### src/rtl/core/rpsm_pkg.sv
`timescale 1ns / 1ps

package rpsm_pkg;

    localparam int unsigned NUM_W     = 28;
    localparam int unsigned DEN_W     = 16;
    localparam int unsigned DIV_STEPS = NUM_W;
    localparam int unsigned STEP_W    = $clog2(DIV_STEPS);
    localparam int unsigned SPEED_W   = 24;
    localparam int unsigned PROD_W    = 18;

    localparam logic [NUM_W-1:0]   SPEED_SCALE = NUM_W'(1000);
    localparam logic [SPEED_W-1:0] SPEED_MIN   = SPEED_W'(5);
    localparam logic [SPEED_W-1:0] SPEED_MAX   = {SPEED_W{1'b1}};

    localparam logic [7:0] REG_FILTER_TICKS   = 8'd0;
    localparam logic [7:0] REG_IDLE_LEVELS    = 8'd1;
    localparam logic [7:0] REG_RESET_NEEDED   = 8'd2;
    localparam logic [7:0] REG_RESET_WINDOW   = 8'd3;
    localparam logic [7:0] REG_SPEED_PULSES   = 8'd4;
    localparam logic [7:0] REG_SPEED_TIMEOUT  = 8'd5;
    localparam logic [7:0] REG_GRID_LENGTH    = 8'd6;
    localparam logic [7:0] REG_START_POSITION = 8'd7;

    typedef enum logic [2:0] {
        ST_IDLE,
        ST_MUL,
        ST_SCALE,
        ST_START,
        ST_DIV,
        ST_DONE
    } state_t;

    typedef struct packed {
        logic        armed;
        logic        prev;
        logic [15:0] cnt;
        logic        pulse;
    } filt_t;

    // one tick of the re-armable glitch filter
    function automatic filt_t filter_step(input logic armed, input logic prev,
                                          input logic [15:0] cnt, input logic level,
                                          input logic idle, input logic [15:0] ticks);
        filt_t f;
        f.armed = armed;
        f.prev  = prev;
        f.cnt   = cnt;
        f.pulse = 1'b0;
        if (f.armed) begin
            f.prev = level;
            if (level == idle) begin
                f.armed = 1'b0;
                f.cnt   = '0;
            end
        end
        if (!f.armed && level != f.prev) begin
            f.cnt = f.cnt + 16'd1;
            if (f.cnt >= ticks) begin
                f.armed = 1'b1;
                f.cnt   = '0;
                f.pulse = 1'b1;
            end
        end
        return f;
    endfunction

endpackage

### src/rtl/core/rpsm_div.sv
`timescale 1ns / 1ps

module rpsm_div (
    input  logic                             aclk,
    input  logic                             aresetn,
    input  logic                             start,
    input  logic [rpsm_pkg::NUM_W-1:0]       dividend,
    input  logic [rpsm_pkg::DEN_W-1:0]       divisor,
    output logic                             done,
    output logic [rpsm_pkg::NUM_W-1:0]       quotient
);

    logic                            busy_reg, busy_next;
    logic                            done_reg, done_next;
    logic [rpsm_pkg::STEP_W-1:0]     step_reg, step_next;
    logic [rpsm_pkg::NUM_W-1:0]      quo_reg, quo_next;
    logic [rpsm_pkg::DEN_W-1:0]      rem_reg, rem_next;
    logic [rpsm_pkg::DEN_W-1:0]      den_reg, den_next;
    logic [rpsm_pkg::DEN_W:0]        trial;
    logic [rpsm_pkg::DEN_W:0]        diff;
    logic                            ge;

    // restoring division, one quotient bit per cycle
    assign trial = {rem_reg, quo_reg[rpsm_pkg::NUM_W-1]};
    assign ge    = trial >= {1'b0, den_reg};
    assign diff  = trial - {1'b0, den_reg};

    always_comb begin
        busy_next = busy_reg;
        done_next = 1'b0;
        step_next = step_reg;
        quo_next  = quo_reg;
        rem_next  = rem_reg;
        den_next  = den_reg;
        if (start) begin
            busy_next = 1'b1;
            step_next = '0;
            quo_next  = dividend;
            rem_next  = '0;
            den_next  = divisor;
        end else if (busy_reg) begin
            quo_next = {quo_reg[rpsm_pkg::NUM_W-2:0], ge};
            rem_next = ge ? diff[rpsm_pkg::DEN_W-1:0] : trial[rpsm_pkg::DEN_W-1:0];
            step_next = step_reg + 1'b1;
            if (step_reg == rpsm_pkg::STEP_W'(rpsm_pkg::DIV_STEPS - 1)) begin
                busy_next = 1'b0;
                done_next = 1'b1;
            end
        end
    end

    always_ff @(posedge aclk) begin
        if (!aresetn) begin
            busy_reg <= 1'b0;
            done_reg <= 1'b0;
            step_reg <= '0;
        end else begin
            busy_reg <= busy_next;
            done_reg <= done_next;
            step_reg <= step_next;
        end
        quo_reg <= quo_next;
        rem_reg <= rem_next;
        den_reg <= den_next;
    end

    assign done     = done_reg;
    assign quotient = quo_reg;

endmodule

### src/rtl/core/raster_position_speed_meter.sv
`timescale 1ns / 1ps
// Grating position and speed meter, one transaction per timer tick.
// s_ channel: one transaction carries the sampled reset and count grating levels.
// m_ channel: one result per tick with the position after the tick, the last speed,
// and flags for a position clear and for a closed speed measurement.
// cfg channel: register writes (index, data), always ready, to be written only while
// no tick is in work; writing start_position also loads the position. Unknown
// indexes are ignored.
// Flow: the filters, reset window and position update in the accept cycle; a
// tick that closes no speed measurement goes straight to the final stage, and the
// block takes the next tick once that stage has handed its result to the output
// register. A tick that closes a measurement runs grid_length*pulses, then *1000,
// then a shift-subtract divide by the elapsed ticks, one quotient bit per cycle,
// before it reaches the final stage.
// s_ready is high only while no tick is in work. A finished result sits in the
// output register; a new tick is accepted while it waits, and its own result
// waits in the final stage until m_ready frees the output register.
// Reset (aresetn low, synchronous) restores register defaults, disarms both
// filters, clears counters, position and speed, and empties the output.

module raster_position_speed_meter (
    input  logic                         aclk,
    input  logic                         aresetn,
    input  logic                         s_valid,
    output logic                         s_ready,
    input  logic                         s_reset_level,
    input  logic                         s_count_level,
    output logic                         m_valid,
    input  logic                         m_ready,
    output logic [31:0]                  m_position,
    output logic [rpsm_pkg::SPEED_W-1:0] m_speed,
    output logic                         m_zeroed,
    output logic                         m_speed_updated,
    input  logic                         cfg_valid,
    output logic                         cfg_ready,
    input  logic [7:0]                   cfg_index,
    input  logic [31:0]                  cfg_data
);

    // configuration
    logic [15:0] filter_ticks_reg;
    logic [1:0]  idle_levels_reg;
    logic [3:0]  reset_needed_reg;
    logic [15:0] reset_window_reg;
    logic [7:0]  speed_pulses_reg;
    logic [15:0] speed_timeout_reg;
    logic [9:0]  grid_length_reg;

    // tick state
    rpsm_pkg::filt_t rf_cur, cf_cur, rf_tick, cf_tick;
    logic        r_armed_reg, r_armed_next;
    logic        r_prev_reg, r_prev_next;
    logic [15:0] r_cnt_reg, r_cnt_next;
    logic        c_armed_reg, c_armed_next;
    logic        c_prev_reg, c_prev_next;
    logic [15:0] c_cnt_reg, c_cnt_next;
    logic [7:0]  rpc_reg, rpc_next;
    logic [16:0] rwt_reg, rwt_next;
    logic [7:0]  spc_reg, spc_next;
    logic [15:0] st_reg, st_next;
    logic [31:0] position_reg, position_next;
    logic [rpsm_pkg::SPEED_W-1:0] speed_reg, speed_next;
    logic        zeroed_reg, zeroed_next;
    logic        updated_reg, updated_next;
    logic [7:0]  spc_op_reg, spc_op_next;
    logic [15:0] st_op_reg, st_op_next;
    logic [rpsm_pkg::PROD_W-1:0] prod_reg;
    logic [rpsm_pkg::NUM_W-1:0]  num_reg;
    logic        close;

    // output register
    logic        m_valid_reg, m_valid_next;
    logic [31:0] m_position_reg;
    logic [rpsm_pkg::SPEED_W-1:0] m_speed_reg;
    logic        m_zeroed_reg;
    logic        m_updated_reg;

    rpsm_pkg::state_t state_reg, state_next;
    logic        accept;
    logic        div_start;
    logic        div_done;
    logic [rpsm_pkg::NUM_W-1:0] div_quo;
    logic        out_free;
    logic        load_out;
    logic [rpsm_pkg::SPEED_W-1:0] speed_sat;

    assign accept   = s_valid && s_ready;
    assign out_free = !m_valid_reg || m_ready;

    // next state
    always_comb begin
        state_next = state_reg;
        unique case (state_reg)
            rpsm_pkg::ST_IDLE:  if (accept) state_next = close ? rpsm_pkg::ST_MUL
                                                               : rpsm_pkg::ST_DONE;
            rpsm_pkg::ST_MUL:   state_next = rpsm_pkg::ST_SCALE;
            rpsm_pkg::ST_SCALE: state_next = rpsm_pkg::ST_START;
            rpsm_pkg::ST_START: state_next = rpsm_pkg::ST_DIV;
            rpsm_pkg::ST_DIV:   if (div_done) state_next = rpsm_pkg::ST_DONE;
            rpsm_pkg::ST_DONE:  if (out_free) state_next = rpsm_pkg::ST_IDLE;
            default:            state_next = rpsm_pkg::ST_IDLE;
        endcase
    end

    // fsm outputs
    always_comb begin
        s_ready   = 1'b0;
        div_start = 1'b0;
        load_out  = 1'b0;
        unique case (state_reg)
            rpsm_pkg::ST_IDLE:  s_ready = 1'b1;
            rpsm_pkg::ST_START: div_start = 1'b1;
            rpsm_pkg::ST_DONE:  load_out = out_free;
            default: ;
        endcase
    end

    // filter evaluation for the incoming tick
    always_comb begin
        rf_tick = rpsm_pkg::filter_step(r_armed_reg, r_prev_reg, r_cnt_reg, s_reset_level,
                                        idle_levels_reg[0], filter_ticks_reg);
        cf_tick = rpsm_pkg::filter_step(c_armed_reg, c_prev_reg, c_cnt_reg, s_count_level,
                                        idle_levels_reg[1], filter_ticks_reg);
    end

    // tick update: reset grating first, then count grating and speed window
    always_comb begin
        rf_cur        = rf_tick;
        cf_cur        = cf_tick;
        rpc_next      = rpc_reg;
        rwt_next      = rwt_reg;
        spc_next      = spc_reg;
        st_next       = st_reg;
        position_next = position_reg;
        zeroed_next   = 1'b0;
        updated_next  = 1'b0;
        spc_op_next   = spc_reg;
        st_op_next    = st_reg;
        close         = 1'b0;

        if (rf_cur.pulse) begin
            if (rpc_next != 8'hFF) rpc_next = rpc_next + 8'd1;
            if (rpc_next >= {4'b0, reset_needed_reg} && rwt_next < {1'b0, reset_window_reg}) begin
                position_next = '0;
                rpc_next      = '0;
                rwt_next      = '0;
                zeroed_next   = 1'b1;
            end
        end
        if (rpc_next != 8'd0) begin
            if (rwt_next != 17'h1FFFF) rwt_next = rwt_next + 17'd1;
            // window ran out: drop the partial count and force a re-arm
            if (rwt_next > {1'b0, reset_window_reg}) begin
                rpc_next     = '0;
                rwt_next     = '0;
                rf_cur.armed = 1'b1;
            end
        end

        if (cf_cur.pulse) begin
            position_next = position_next + 32'd1;
            if (spc_next != 8'hFF) spc_next = spc_next + 8'd1;
        end
        if (st_next != 16'hFFFF) st_next = st_next + 16'd1;
        if (spc_next >= speed_pulses_reg || st_next >= speed_timeout_reg) begin
            close        = 1'b1;
            spc_op_next  = spc_next;
            st_op_next   = st_next;
            spc_next     = '0;
            st_next      = '0;
            updated_next = 1'b1;
        end

        r_armed_next = rf_cur.armed;
        r_prev_next  = rf_cur.prev;
        r_cnt_next   = rf_cur.cnt;
        c_armed_next = cf_cur.armed;
        c_prev_next  = cf_cur.prev;
        c_cnt_next   = cf_cur.cnt;
    end

    rpsm_div u_div (
        .aclk     (aclk),
        .aresetn  (aresetn),
        .start    (div_start),
        .dividend (num_reg),
        .divisor  (st_op_reg),
        .done     (div_done),
        .quotient (div_quo)
    );

    always_comb begin
        if (div_quo > rpsm_pkg::NUM_W'(rpsm_pkg::SPEED_MAX)) speed_sat = rpsm_pkg::SPEED_MAX;
        else speed_sat = div_quo[rpsm_pkg::SPEED_W-1:0];
        if (speed_sat < rpsm_pkg::SPEED_MIN) speed_sat = '0;
        speed_next = (state_reg == rpsm_pkg::ST_DIV && div_done) ? speed_sat : speed_reg;
    end

    always_comb begin
        m_valid_next = m_valid_reg;
        if (load_out) m_valid_next = 1'b1;
        else if (m_ready) m_valid_next = 1'b0;
    end

    always_ff @(posedge aclk) begin
        if (!aresetn) begin
            state_reg          <= rpsm_pkg::ST_IDLE;
            filter_ticks_reg   <= 16'd1;
            idle_levels_reg    <= 2'd3;
            reset_needed_reg   <= 4'd2;
            reset_window_reg   <= 16'd1000;
            speed_pulses_reg   <= 8'd10;
            speed_timeout_reg  <= 16'd1000;
            grid_length_reg    <= 10'd10;
            r_armed_reg        <= 1'b0;
            r_prev_reg         <= 1'b0;
            r_cnt_reg          <= '0;
            c_armed_reg        <= 1'b0;
            c_prev_reg         <= 1'b0;
            c_cnt_reg          <= '0;
            rpc_reg            <= '0;
            rwt_reg            <= '0;
            spc_reg            <= '0;
            st_reg             <= '0;
            position_reg       <= '0;
            speed_reg          <= '0;
            zeroed_reg         <= 1'b0;
            updated_reg        <= 1'b0;
            m_valid_reg        <= 1'b0;
        end else begin
            state_reg   <= state_next;
            speed_reg   <= speed_next;
            m_valid_reg <= m_valid_next;
            // a preset write loads the position
            if (cfg_valid && cfg_index == rpsm_pkg::REG_START_POSITION)
                position_reg <= cfg_data;
            else if (accept)
                position_reg <= position_next;
            if (accept) begin
                r_armed_reg  <= r_armed_next;
                r_prev_reg   <= r_prev_next;
                r_cnt_reg    <= r_cnt_next;
                c_armed_reg  <= c_armed_next;
                c_prev_reg   <= c_prev_next;
                c_cnt_reg    <= c_cnt_next;
                rpc_reg      <= rpc_next;
                rwt_reg      <= rwt_next;
                spc_reg      <= spc_next;
                st_reg       <= st_next;
                zeroed_reg   <= zeroed_next;
                updated_reg  <= updated_next;
            end
            if (cfg_valid) begin
                unique case (cfg_index)
                    rpsm_pkg::REG_FILTER_TICKS:   filter_ticks_reg  <= cfg_data[15:0];
                    rpsm_pkg::REG_IDLE_LEVELS:    idle_levels_reg   <= cfg_data[1:0];
                    rpsm_pkg::REG_RESET_NEEDED:   reset_needed_reg  <= cfg_data[3:0];
                    rpsm_pkg::REG_RESET_WINDOW:   reset_window_reg  <= cfg_data[15:0];
                    rpsm_pkg::REG_SPEED_PULSES:   speed_pulses_reg  <= cfg_data[7:0];
                    rpsm_pkg::REG_SPEED_TIMEOUT:  speed_timeout_reg <= cfg_data[15:0];
                    rpsm_pkg::REG_GRID_LENGTH:    grid_length_reg   <= cfg_data[9:0];
                    rpsm_pkg::REG_START_POSITION: ;
                    default: ;
                endcase
            end
        end
    end

    // operand and output payload registers
    always_ff @(posedge aclk) begin
        if (accept) begin
            spc_op_reg <= spc_op_next;
            st_op_reg  <= st_op_next;
        end
        if (state_reg == rpsm_pkg::ST_MUL)
            prod_reg <= rpsm_pkg::PROD_W'(grid_length_reg) * rpsm_pkg::PROD_W'(spc_op_reg);
        if (state_reg == rpsm_pkg::ST_SCALE)
            num_reg <= rpsm_pkg::NUM_W'(prod_reg) * rpsm_pkg::SPEED_SCALE;
        if (load_out) begin
            m_position_reg <= position_reg;
            m_speed_reg    <= speed_reg;
            m_zeroed_reg   <= zeroed_reg;
            m_updated_reg  <= updated_reg;
        end
    end

    assign cfg_ready       = 1'b1;
    assign m_valid         = m_valid_reg;
    assign m_position      = m_position_reg;
    assign m_speed         = m_speed_reg;
    assign m_zeroed        = m_zeroed_reg;
    assign m_speed_updated = m_updated_reg;

    a_one_in_work: assert property (@(posedge aclk) disable iff (!aresetn)
        accept |=> !s_ready)
        else $error("tick accepted while another is in work");

    a_speed_floor: assert property (@(posedge aclk) disable iff (!aresetn)
        m_valid |-> (m_speed == '0 || m_speed >= rpsm_pkg::SPEED_MIN))
        else $error("speed below floor not forced to zero");

    a_div_done_state: assert property (@(posedge aclk) disable iff (!aresetn)
        div_done |-> state_reg == rpsm_pkg::ST_DIV)
        else $error("divider finished outside divide state");

    a_load_free: assert property (@(posedge aclk) disable iff (!aresetn)
        load_out |-> (!m_valid_reg || m_ready))
        else $error("output register overwritten");

endmodule

### config.mk
export PLATFORM = sky130hd
export DESIGN_NAME = raster_position_speed_meter
export DESIGN_NICKNAME = d
export VERILOG_FILES = /design/src/rtl/core/rpsm_pkg.sv /design/src/rtl/core/rpsm_div.sv /design/src/rtl/core/raster_position_speed_meter.sv
export SDC_FILE = /design/constraint.sdc
export NUM_CORES = 1
export LEC_CHECK = 0
export BUFFER_PORTS_ARGS = -buffer_cell sky130_fd_sc_hd__buf_4
export CORE_UTILIZATION = 50
export CTS_BUF_LIST = sky130_fd_sc_hd__clkbuf_4 sky130_fd_sc_hd__clkbuf_8
export DETAILED_ROUTE_END_ITERATION = 16
export GPL_ROUTABILITY_DRIVEN = 0
export PLACE_DENSITY = 0.7
export SLEW_MARGIN = 20
export SYNTH_ARGS = -nofsm -noshare
export SYNTH_HDL_FRONTEND = slang
export SYNTH_SLANG_ARGS = --single-unit
### constraint.sdc
create_clock -name aclk -period 8.9 [get_ports aclk]
set_clock_uncertainty 0.1 [all_clocks]
set_input_delay 1.78 -clock aclk [delete_from_list [all_inputs] [get_ports aclk]]
set_output_delay 1.78 -clock aclk [all_outputs]
set_load 0.03 [all_outputs]
# == Yosys cells after proc, flatten, opt, wreduce, memory -nomap -nowiden ==
# Index checks and enable logic that the tools add are counted.
# classes
n_eq_ne,24
multipliers,2
n_mux,62
reduce_logical,27
n_addsub,9
order_cmp,10
bitwise,2
# ops
op,count
$mux 17,10
$mux 32,5
$mux 16,6
$mux 8,10
$mux 28,2
$add 16x1->16 const B,3
$ge 16x16->1,3
$mux 24,2
$mux 18,2
$add 32x1->32 const B,1
$eq 8x3->1 const B,4
$gt 28x24->1 const B,1
$mul 18x7->25 const B,1
$lt 24x3->1 const B,1
$mux 1,20
$mul 10x8->18,1
$pmux 3 s6,1
$add 17x1->17 const B,1
$ge 17x16->1,1
$gt 17x16->1,1
$lt 17x16->1,1
$ne 17x17->1 const B,1
$add 8x1->8 const B,2
$eq 8x2->1 const B,2
other kinds (28),54
# totals
word_cells,174
ff_bits,411
inputBits,47
out_inout_bits,61

# == Longest topological paths before layout ==
# Gate-level depths: netlist (run 1).
# depth
word_depth,18
mapped_depth,38
mapped_depth_nobuf,34

# == Modules after synthesis ==
# Synthesis (run 1) repeated with hierarchy kept, for this count alone.
# hier_totals
cells_unflattened,2726
area_unflattened_um2,26187.6
# by_module_without_submodules
mod,area_each_um2,seq_area_each_um2,cells_per_inst,instances
raster_position_speed_meter,22507.8,8137.8,2392,1
rpsm_div,3679.8,1781.7,334,1

# == Worst setup path before layout (run 1) ==
# No wires, ideal clock.
# synth_timing
path_type,input -> register
startpoint,in s_reset_level
endpoint,reg rwt_reg[2]
slack_ns,0.345
required_time_ns,8.743
arrival_ns,8.398
n_path_buf,4
setup_time_ns,0.057
path_stages,37
path_cell_list,xnor2_1 > nand2_1 > clkbuf_1 > and2_1 > ha_1 > and4_1 > nand4_1 > nor4_1 > xnor2_1 > nor2_1 > ha_1 > a211o_1 > a31oi_1 > nor2_1 > nand3_1 > or2_2 > buf_6 > clkbuf_1 > and2_1 > ha_1 > nand3_1 > or2_2 > and3_1 > nor2b_1 > nand2_1 > or2_2 > a21oi_1 > ha_1 > nor2b_1 > o21ai_0 > a211oi_1 > o31ai_1 > nand2_1 > or3_1 > clkbuf_1 > a31oi_1 > o21ba_2
# synth_via
elab_chain_cells,14
elab_cells_between_ends,21
classes_between,2 x add/sub; 2 x order compare; 3 x eq/ne; 11 x mux; 3 x reduce/logical
# synth_lines
item,line_no,rtl
from (decl),raster_position_speed_meter.sv:26,"input logic s_reset_level,"
$eq 1x1->1,rpsm_pkg.sv:52,if (level == idle) begin
$mux 16,rpsm_pkg.sv:52,
$mux 18,rpsm_pkg.sv:50,if (f.armed) begin
$add 16x1->16,rpsm_pkg.sv:58,f.cnt = f.cnt + 16'd1;
$ge 16x16->1,rpsm_pkg.sv:59,if (f.cnt >= ticks) begin
$mux 17,rpsm_pkg.sv:59,
$mux 17 *,rpsm_pkg.sv:57,if (!f.armed && level != f.prev) begin
$mux 17,raster_position_speed_meter.sv:141,if (rf_cur.pulse) begin
$add 17x1->17 / $ne 17x17->1 (equally long branches),raster_position_speed_meter.sv:151,if (rwt_next != 17'h1FFFF) rwt_next = rwt_next + 17'd1;
$mux 17,raster_position_speed_meter.sv:151,
$mux 17,raster_position_speed_meter.sv:150,if (rpc_next != 8'd0) begin
$gt 17x16->1,raster_position_speed_meter.sv:153,"if (rwt_next > {1'b0, reset_window_reg}) begin"
$mux 17,raster_position_speed_meter.sv:153,
$mux 17 *,raster_position_speed_meter.sv:150,
to (signal assigned),raster_position_speed_meter.sv:247,rwt_reg <= rwt_next;
to (decl),raster_position_speed_meter.sv:58,"logic [16:0] rwt_reg, rwt_next;"
# Mark *: on every way between the ends. The rest lies on a longest branch, timed or not. The select of a mux whose other input is x is not followed.
# A chain may end at the register's enable or synchronous reset.

# == Worst setup path in the final report (run 1) ==
# Ends and elaborated chain as after synthesis.

==> results of run 1 <==
## layer usage
metal  part of all wire  vias up  GRT usage
met1               0.44     9698     0.3123
met5                  0        -          0
li1                   -     9581          -
met3              0.061      116    0.03413
met2               0.47      696     0.3784
met4              0.026        0    0.09186
## cells by family after synthesis
| kind of cell | after synthesis |
|---|---|
| AND/OR/NAND/NOR | 912 |
| multiplexers | 48 |
| buffers and inverters | 319 |
| flip-flops | 411 |
| other | 1 |
| AO/OA/AOI/OAI | 539 |
| XOR/XNOR | 121 |
| adder cells (fa/ha/maj) | 321 |
## cell usage in the layout, fill, tap and decap left out, types with 92 or more instances in the layout
cell | netlist | routed
a21oi_1 | 183 | 182
inv_1 | 195 | 192
fa_1 | 111 | 111
edfxtp_1 | 169 | 169
nand2_1 | 368 | 367
dfxtp_1 | 242 | 242
ha_1 | 210 | 210
nor2_1 | 145 | 144
o21ai_0 | 92 | 92
buf_4 | 1 | 128
## critical path, delay by kind of cell
kind / cells / cell delay [ns]
xor gates and xnor gates: 2 / 0.31
AOI/OAI and AO/OA: 8 / 1.56
adders and majority gates: 4 / 0.98
buffers and inverters: 1 / 0.13
and+or+nand+nor: 19 / 3.95
## metrics by stage
stage	util	area, um2	power, mW
2_1_floorplan	-	25510	3.495
3_3_place_gp	0.5345	26870	3.781
3_5_place_dp	0.5345	26870	3.838
4_1_cts	0.5648	28390	5.688
5_1_grt	0.5652	28410	5.986
6_report	0.5652	28410	5.640
## power by group
group	total, mW	internal (mW)	switching [mW]	leakage [nW]
Sequential	2.21	2.13	0.0783	3.50
Clock	1.83	1.05	0.786	0.813
Combinational	1.60	0.709	0.888	7.61
Total	5.64	3.89	1.75	11.9
## final timing paths
kind | startpoint | end | slack, ns | depth (start not counted)
min reg2reg | st_op_reg[15] | u_div.den_reg[15] | 0.32 | 0
min | st_op_reg[15] | u_div.den_reg[15] | 0.32 | 0
max reg2reg | idle_levels_reg[0] | rwt_reg[2] | 1.63 | 33
max | s_reset_level | rwt_reg[2] | 0.68 | 34
## final cells by class
| class | instances | area, um2 |
|---|---|---|
| Fill cell | 4332 | 21860 |
| Multi-Input combinational cell | 1942 | 14410 |
| Sequential cell | 411 | 9920 |
| Clock buffer | 117 | 1385 |
| Timing Repair Buffer | 129 | 980.9 |
| Tap cell | 672 | 840.8 |
| Inverter | 195 | 734.5 |
| Clock inverter | 14 | 140.1 |
==> impl_results.md, run 1 <==
* Register bit total from synthesis at approximately 400
* Die ar. at just over 0.05 mm2
* Setup CP Type: input port to register
* Clk root buf: clkbuf_8
* Post-synthesis xor/xnor area fraction at 0.04154
* IO Count at between 100 and 150
* Nets at between 3000 and 4000
* Worst-Skew Late Latency at between 0.6 and 0.7 ns
* Measured slew at the worst slew-check pin at between 1 and 1.5 ns
* Final Hold Viols at 0
* Largest family of logic cells by synthesized area: adder cells
* Post-CTS setup buffer count at 0
* Vias at roughly 20000
* Multiplexer area fraction after synthesis at 0.01952
* Top-count cell post-synth: nand2_1
* Post-cts repair resize count at 0
* Routed wire length at roughly 60 mm
* Post-synth EDFFs at roughly 170
* Commonest cells post-synth: 368 x nand2_1, 242 x dfxtp_1, 210 x ha_1
* Slowest stage delay, CP at between 0.5 and 0.6 ns
* Site row count at 82
* First-pass GRT wire length at slightly below 100 mm
* Core ar. at approximately 0.050 mm2
* Layout area overhead at 11.37%
* CP dominant cell by count: ha_1
* Sink Count at ~400
* Synth warn at 0
* Sequential-to-total area share from yosys stat at 0.3888
* Async S/R FF share, synth at 0
* Largest cells by area after synthesis: edfxtp_1 20%, dfxtp_1 19%, ha_1 10%
* Initial antenna violation count at 0
* CTS buffer count at 72
* Vias in the first global route at between 15000 and 20000
* All-Layer GR Usage at 0.2326
* Final WS setup at 0.6783 ns
* Drt pass-1 iters at 5
* Endpoints failing setup at 0
* Final worst path period need at 8.222 ns
* Worst-case clock buffer depth at 3
* Leak at ~12 nW
* Cells after Synth at ~2700
* Max_slew headroom at 0.2874
* Detail Route Antenna Nets at 0
* Pre-CTS WS at around 0.19 ns
* Critical Path Fanout Max at 8
* Crit share post-route at 0.9238
* Largest net degree at the start of global routing at 90
* Synth Area in Adders at 0.1901
* Critical Path Slowest Stage Cell: or3_1
* Avg Cell Area, Syn at approximately 9.5 um2
* Top FF cell, synth: dfxtp_1
* CTS tree: yes
* Max-slew violations at 0
* DRT iter0 DRCs at 1490
* Fmax at roughly 0.12 GHz
* WP data arrival at ~8.7 ns
* Ant. Diodes at 0
* Clock-pin transition on the worst setup and hold timing paths at roughly 0.07 ns
* Die X at around 230 um
* Grt ovf at 0
* Yosys top cell area share at 0.1989
* Hpwl dp at around 43 mm
* I/O Buffers at 106
* Max_cap viols at 0
* Wire per inst at 17.31 um
* Initial Util at 0.5075
* Post-synth top area cell: edfxtp_1
* RSZ-0062 raised after global routing: false
* Count of different cell masters after synthesis at just under 90
* Hold buffers post-CTS at 0
* DR vias/cell at approximately 5.8
* Outcome: complete, no violations
* Worst Setup Start Kind: input port
* Pwr dens at approximately 200 mW/mm2
* Post-Synth Simple-Gate Area at 0.1744
* Worst VDD drop at between 0.15 and 0.2 mV
* Setup total negative slack at 0 ns
* Non-filler instance count after layout at 3480
* Worst hold slack at ~0.32 ns
* Share of cells above drive strength 1 at 0.1229
* CP required at 9.39 ns
* Placed cell count at between 3000 and 4000
* Worst hold path class: register to register
* H-tree depth at 3
* Die Ht at about 230 um
* Cell area after synthesis at 0.02551 mm2
* Setup crit end kind: register
* Post-route DRC at 0
* Mapped Nets at slightly above 3000
* Complex-gate fraction of the synthesized area at 0.1372
Power figures use the tool's default switching activity.
==> run 2, diff against run 1 <==
--- a/config.mk
+++ b/config.mk
@@ -7,9 +7,10 @@
 export LEC_CHECK = 0
 export BUFFER_PORTS_ARGS = -buffer_cell sky130_fd_sc_hd__buf_4
-export CORE_UTILIZATION = 50
+export CORE_UTILIZATION = 40
 export CTS_BUF_LIST = sky130_fd_sc_hd__clkbuf_4 sky130_fd_sc_hd__clkbuf_8
 export DETAILED_ROUTE_END_ITERATION = 16
 export GPL_ROUTABILITY_DRIVEN = 0
-export PLACE_DENSITY = 0.7
+export PLACE_DENSITY = 0.59
+export SETUP_SLACK_MARGIN = 0.3
 export SLEW_MARGIN = 20
 export SYNTH_ARGS = -nofsm -noshare
==> constraint.sdc (replaced) <==
create_clock -name aclk -period 8.9 [get_ports aclk]
set_clock_uncertainty 0.1 [all_clocks]
set_input_delay 0.89 -clock aclk [delete_from_list [all_inputs] [get_ports aclk]]
set_output_delay 0.89 -clock aclk [all_outputs]
set_load 0.03 [all_outputs]
==> impl_results.md, run 2 (synthesis results as in run 1) <==
* CTS buffer count at 74 (+2.8%)
* I/O Buffers at 106 (unchanged)
* Routed wire length at 62.77 mm (+4.2%)
* Outcome: complete, no violations
* Met1 Use GR at 0.2609 (-0.05137)
* Setup total negative slack at 0 ns (unchanged)
* Fill cells at 6077 (+40%)
* Placed cell count at 3519 (+5.1%)
* Initial Util at 0.4045 (-0.1030)
* CTS tree: yes
* WP data arrival at 8.28 ns (-0.44 ns)
* Largest net degree at the start of global routing at 99 (+10%)
* Worst Setup Start Kind: input port
* Critical Path Slowest Stage Cell: or3_1
* Hold buffers post-CTS at 0 (unchanged)
* Clk root buf: clkbuf_8
* H-tree depth at 3 (unchanged)
* Fmax at 0.1287 GHz (+5.8%)
* Final worst path period need at 7.772 ns (-0.4496 ns)
* Clock-pin transition on the worst setup and hold timing paths at 0.06 ns (about the same)
* Detail Route Antenna Nets at 0 (unchanged)
* Nets at 3117 (-0.064%)
* Commonest non-fill, non-tap cell in the layout: nand2_1
* Initial antenna violation count at 3 (+3)
* DRT iter0 DRCs at 1193 (-20%)
* DR vias/cell at 5.428 (-6.0%)
* Pwr dens at 201.7 mW/mm2 (+1.6%)
* Post-cts repair resize count at 0 (unchanged)
* First-pass GRT wire length at 101.6 mm (+2.2%)
* Drt pass-1 iters at 5 (unchanged)
* Measured slew at the worst slew-check pin at 1.216 ns (+0.1472 ns)
* Crit share post-route at 0.8733 (-0.05051)
* Worst-Skew Late Latency at 0.65 ns (about the same)
* HP Start: st_op_reg[14]
* Vias in the first global route at 19750 (-0.53%)
* Setup crit end kind: register
* Worst hold path class: register to register
* Grt ovf at 0 (unchanged)
* Final Hold Viols at 0 (unchanged)
* Worst flop-to-flop path startpoint: idle_levels_reg[0]
* Non-filler instance count after layout at 3655 (+5.0%)
* CP startpoint: s_reset_level
* Die Ht at 254.6 um (+12%)
* Pre-CTS WS at 0.5716 ns (+0.3844 ns)
* Core ar. at 0.06308 mm2 (+25%)
* IO Count at 108 (unchanged)
* Die ar. at 0.06480 mm2 (+25%)
* Worst VDD drop at 0.1259 mV (-35%)
* Most frequent cells in the layout: 367 x nand2_1, 242 x dfxtp_1, 210 x ha_1
* Vias at 19840 (-1.2%)
* Share of cells above drive strength 1 at 0.1200 (-0.002849)
* Site row count at 92 (+12%)
* Met3 Resource Use GR at 0.03348 (-0.0006488)
* Grt met2 use at 0.3146 (-0.06383)
* RSZ-0062 raised after global routing: false
* Max_slew headroom at 0.1839 (-0.1035)
* Sink Count at 411 (unchanged)
* Post-CTS setup buffer count at 0 (unchanged)
* Leak at 11.96 nW (+0.40%)
* CP dominant cell by count: ha_1
* Die X at 254.6 um (+12%)
* Max-slew violations at 0 (unchanged)
* Setup CP Type: input port to register
* Slowest stage delay, CP at 0.56 ns (+0.02 ns)
* Layout area overhead at 12.56%
* CP required at 9.40 ns (about the same)
* Gr busiest metal: met2
* Max_cap viols at 0 (unchanged)
* Critical Path Fanout Max at 8 (unchanged)
* Worst-case clock buffer depth at 3 (unchanged)
* All-Layer GR Usage at 0.1950 (-0.03759)
* Post-route DRC at 0 (unchanged)
* Wire per inst at 17.17 um (-0.78%)
* Final WS setup at 1.128 ns (+0.4496 ns)
* Hpwl dp at 44.96 mm (+5.4%)
* Endpoints failing setup at 0 (unchanged)
-- run 2: changes by cell type in the layout (fill, tap and decap cells not counted), sizes merged --
cell      delta
diode        +1
buf          -4
clkinvlp     -2
clkinv      +13
inv          -2
bufinv       +5
clkbuf      -10
-- run 2: per-stage QoR --
step | instance area (um2) | hold WS [ns] | power [mW] | utilization
3_5_place_dp | 27040 | 0.3052 | 3.842 | 0.4287
2_1_floorplan | 25510 | 0.3003 | 3.495 | -
3_3_place_gp | 27040 | 0.3027 | 3.799 | 0.4287
6_report | 28720 | 0.3063 | 5.794 | 0.4553
5_1_grt | 28720 | 0.3207 | 6.146 | 0.4553
4_1_cts | 28710 | 0.3130 | 5.866 | 0.4551
-- run 2: path summary, 6_finish.rpt --
kind | cells after the start | slack [ns] | end
max reg2reg | 32 | 1.17 | rwt_reg[2]
max | 33 | 1.13 | rwt_reg[2]
min reg2reg | 0 | 0.31 | u_div.den_reg[14]
min | 0 | 0.31 | u_div.den_reg[14]
-- run 2: cell type report --
type                    count  area (um2)  area share
clock buffers             107        1341     0.04670
multi-input cells        1942       14400      0.5015
clock inverters            28       319.1     0.01111
flip-flops and latches    411        9920      0.3454
repair buffers            125       942.2     0.03281
diodes                      1       2.502  0.00008713
well taps                 846        1059     0.03686
inverters                 195       734.5     0.02557
-- run 2: where the power goes --
group	leakage, nW	internal (mW)	switching, mW
combinational	7.59	0.707	0.879
sequential	3.50	2.13	0.0786
clock	0.881	1.18	0.821
-- run 2: critical path: cells and delay by family --
kind	cells	cell delay, ns
fa+ha+maj	4	1.00
simple gates	19	4.65
compound gates	7	1.26
buf+inv	1	0.13
xor+xnor	2	0.30
-- run 2: metal layers --
metal	vias up	wire length, um
li1	9577	-
met1	9679	28730
met2	470	29050
met3	110	3420
met4	4	1539
met5	-	31
==> run 3, diff against run 2 <==
Settings changed: CORE_UTILIZATION 40 to 30, PLACE_DENSITY 0.59 to 0.47.
==> impl_results.md, run 3 (synthesis results as in run 1) <==
* Detail Route Antenna Nets at 0 (unchanged)
* Clk root buf: clkbuf_8
* Nets at 3121 (+0.13%)
* CP required at 9.39 ns (about the same)
* Non-filler instance count after layout at 3947 (+8.0%)
* Vias in the first global route at 19530 (-1.1%)
* Share of cells above drive strength 1 at 0.1220 (+0.001963)
* Post-CTS setup buffer count at 0 (unchanged)
* DR vias/cell at 5.004 (-7.8%)
* Site row count at 106 (+15%)
* Vias at 19750 (-0.46%)
* Measured slew at the worst slew-check pin at 1.098 ns (-0.1180 ns)
* Leak at 11.93 nW (-0.30%)
* Fill cells at 8496 (+40%)
* Reg2reg path depth at 33 (+3.1%)
* Die X at 293.6 um (+15%)
* Drt pass-1 iters at 5 (unchanged)
* HP Start: st_op_reg[11]
* Worst flop-to-flop path startpoint: idle_levels_reg[0]
* DRT iter0 DRCs at 1092 (-8.5%)
* Initial Util at 0.3039 (-0.1006)
* Final worst path period need at 8.040 ns (+0.2680 ns)
* Most frequent cells in the layout: 367 x nand2_1, 242 x dfxtp_1, 210 x ha_1
* Placed cell count at 3809 (+8.2%)
* Initial antenna violation count at 4 (+1)
* CP endpoint: rwt_reg[2]
* Hpwl dp at 47.90 mm (+6.5%)
* CTS buffer count at 76 (+2.7%)
* Worst-Skew Late Latency at 0.66 ns (about the same)
* CTS tree: yes
* H-tree depth at 3 (unchanged)
* Post-route DRC at 0 (unchanged)
* Setup total negative slack at 0 ns (unchanged)
* Max_cap viols at 0 (unchanged)
* Worst VDD drop at 0.1509 mV (+20%)
* Max_slew headroom at 0.2652 (+0.08138)
* Die Ht at 293.6 um (+15%)
* RSZ-0062 raised after global routing: false
* CP dominant cell by count: ha_1
* Outcome: complete, no violations
* Fmax at 0.1244 GHz (-3.3%)
* Slowest stage delay, CP at 0.54 ns (-0.02 ns)
* RR Endpoint: rwt_reg[2]
* Commonest non-fill, non-tap cell in the layout: nand2_1
* Die ar. at 0.08622 mm2 (+33%)
* Critical Path Slowest Stage Cell: or3_1
* Largest net degree at the start of global routing at 93 (-6.1%)
* Max-slew violations at 0 (unchanged)
* Worst hold path class: register to register
* Pwr dens at 196.0 mW/mm2 (-2.9%)
* All-Layer GR Usage at 0.1544 (-0.04058)
* Crit share post-route at 0.9034 (+0.03011)
* CP startpoint: s_reset_level
* Setup crit end kind: register
* Critical Path Fanout Max at 14 (+6)
* I/O Buffers at 106 (unchanged)
* FF-to-FF setup slack at 0.89 ns (-0.28 ns)
* Core ar. at 0.08395 mm2 (+33%)
* Final Hold Viols at 0 (unchanged)
* Sink Count at 411 (unchanged)
* WP data arrival at 8.53 ns (+0.25 ns)
* Layout area overhead at 13.75%
* Clock-pin transition on the worst setup and hold timing paths at 0.06 ns (about the same)
* Grt ovf at 0 (unchanged)
* Routed wire length at 66.85 mm (+6.5%)
* IO Count at 108 (unchanged)
* Worst-case clock buffer depth at 3 (unchanged)
* Worst Setup Start Kind: input port
* Wire per inst at 16.94 um (-1.4%)
* First-pass GRT wire length at 106.6 mm (+4.9%)
* Endpoints failing setup at 0 (unchanged)
* Setup CP Type: input port to register
-- run 3: worst max-delay path: cells and delay by family --
kind                       cells  cell delay, ns
AOI/OAI and AO/OA              8            1.43
xor gates and xnor gates       2            0.31
adders and majority gates      4            1.01
buffers and inverters          1            0.13
and+or+nand+nor               19            4.73
-- run 3: stage by stage --
step	cell area, um2	total power [mW]	worst slack (ns)	utilization	hold WS [ns]
global route	29020	6.090	0.3374	0.3457	0.3234
floorplan	25510	3.495	1.235	-	0.3003
global placement	27420	3.835	0.5728	0.3266	0.3079
CTS	29000	5.796	0.9199	0.3454	0.3167
finish	29020	5.688	0.8599	0.3457	0.3145
detailed placement	27430	3.862	0.2577	0.3267	0.3045
-- run 3: metal layers --
metal | part of all wire | routed length [um] | vias to the layer above | GRT usage
met4 | 0.020 | 1354 | 6 | 0.04560
li1 | - | - | 9598 | -
met3 | 0.052 | 3496 | 104 | 0.03157
met2 | 0.45 | 30200 | 395 | 0.2430
met5 | 0.00060 | 40 | - | 0
met1 | 0.48 | 31760 | 9646 | 0.2125
-- run 3: how the worst min path moves through the flow --
| stage | end | cells after the start |
|---|---|---|
| 2_1_floorplan | u_div.den_reg[0] | 0 |
| 3_3_place_gp | u_div.den_reg[6] | 0 |
| 3_5_place_dp | u_div.den_reg[15] | 0 |
| 4_1_cts | u_div.den_reg[11] | 0 |
| 5_1_grt | u_div.den_reg[15] | 0 |
| 6_report | u_div.den_reg[11] | 0 |
-- run 3: cell type report --
cell class              count  area (um2)  area share
clock inverters            18       122.6    0.004225
inverters                 195       734.5     0.02531
well taps                1134        1419     0.04889
multi-input cells        1942       14420      0.4969
clock buffers             119        1450     0.04997
flip-flops and latches    411        9920      0.3418
diodes                      1       2.502  0.00008622
repair buffers            127       953.4     0.03285
-- run 3: where the power goes --
| part | leakage, nW | internal, mW | total (mW) | switching, mW |
|---|---|---|---|---|
| clock network | 0.836 | 1.06 | 1.88 | 0.817 |
| logic | 7.60 | 0.708 | 1.59 | 0.887 |
| registers | 3.50 | 2.13 | 2.21 | 0.0791 |
-- run 3: what timing repair did --
item	CTS	global route
gates resized for setup	0	1
setup endpoints to repair	0	11
hold buffers	0	0
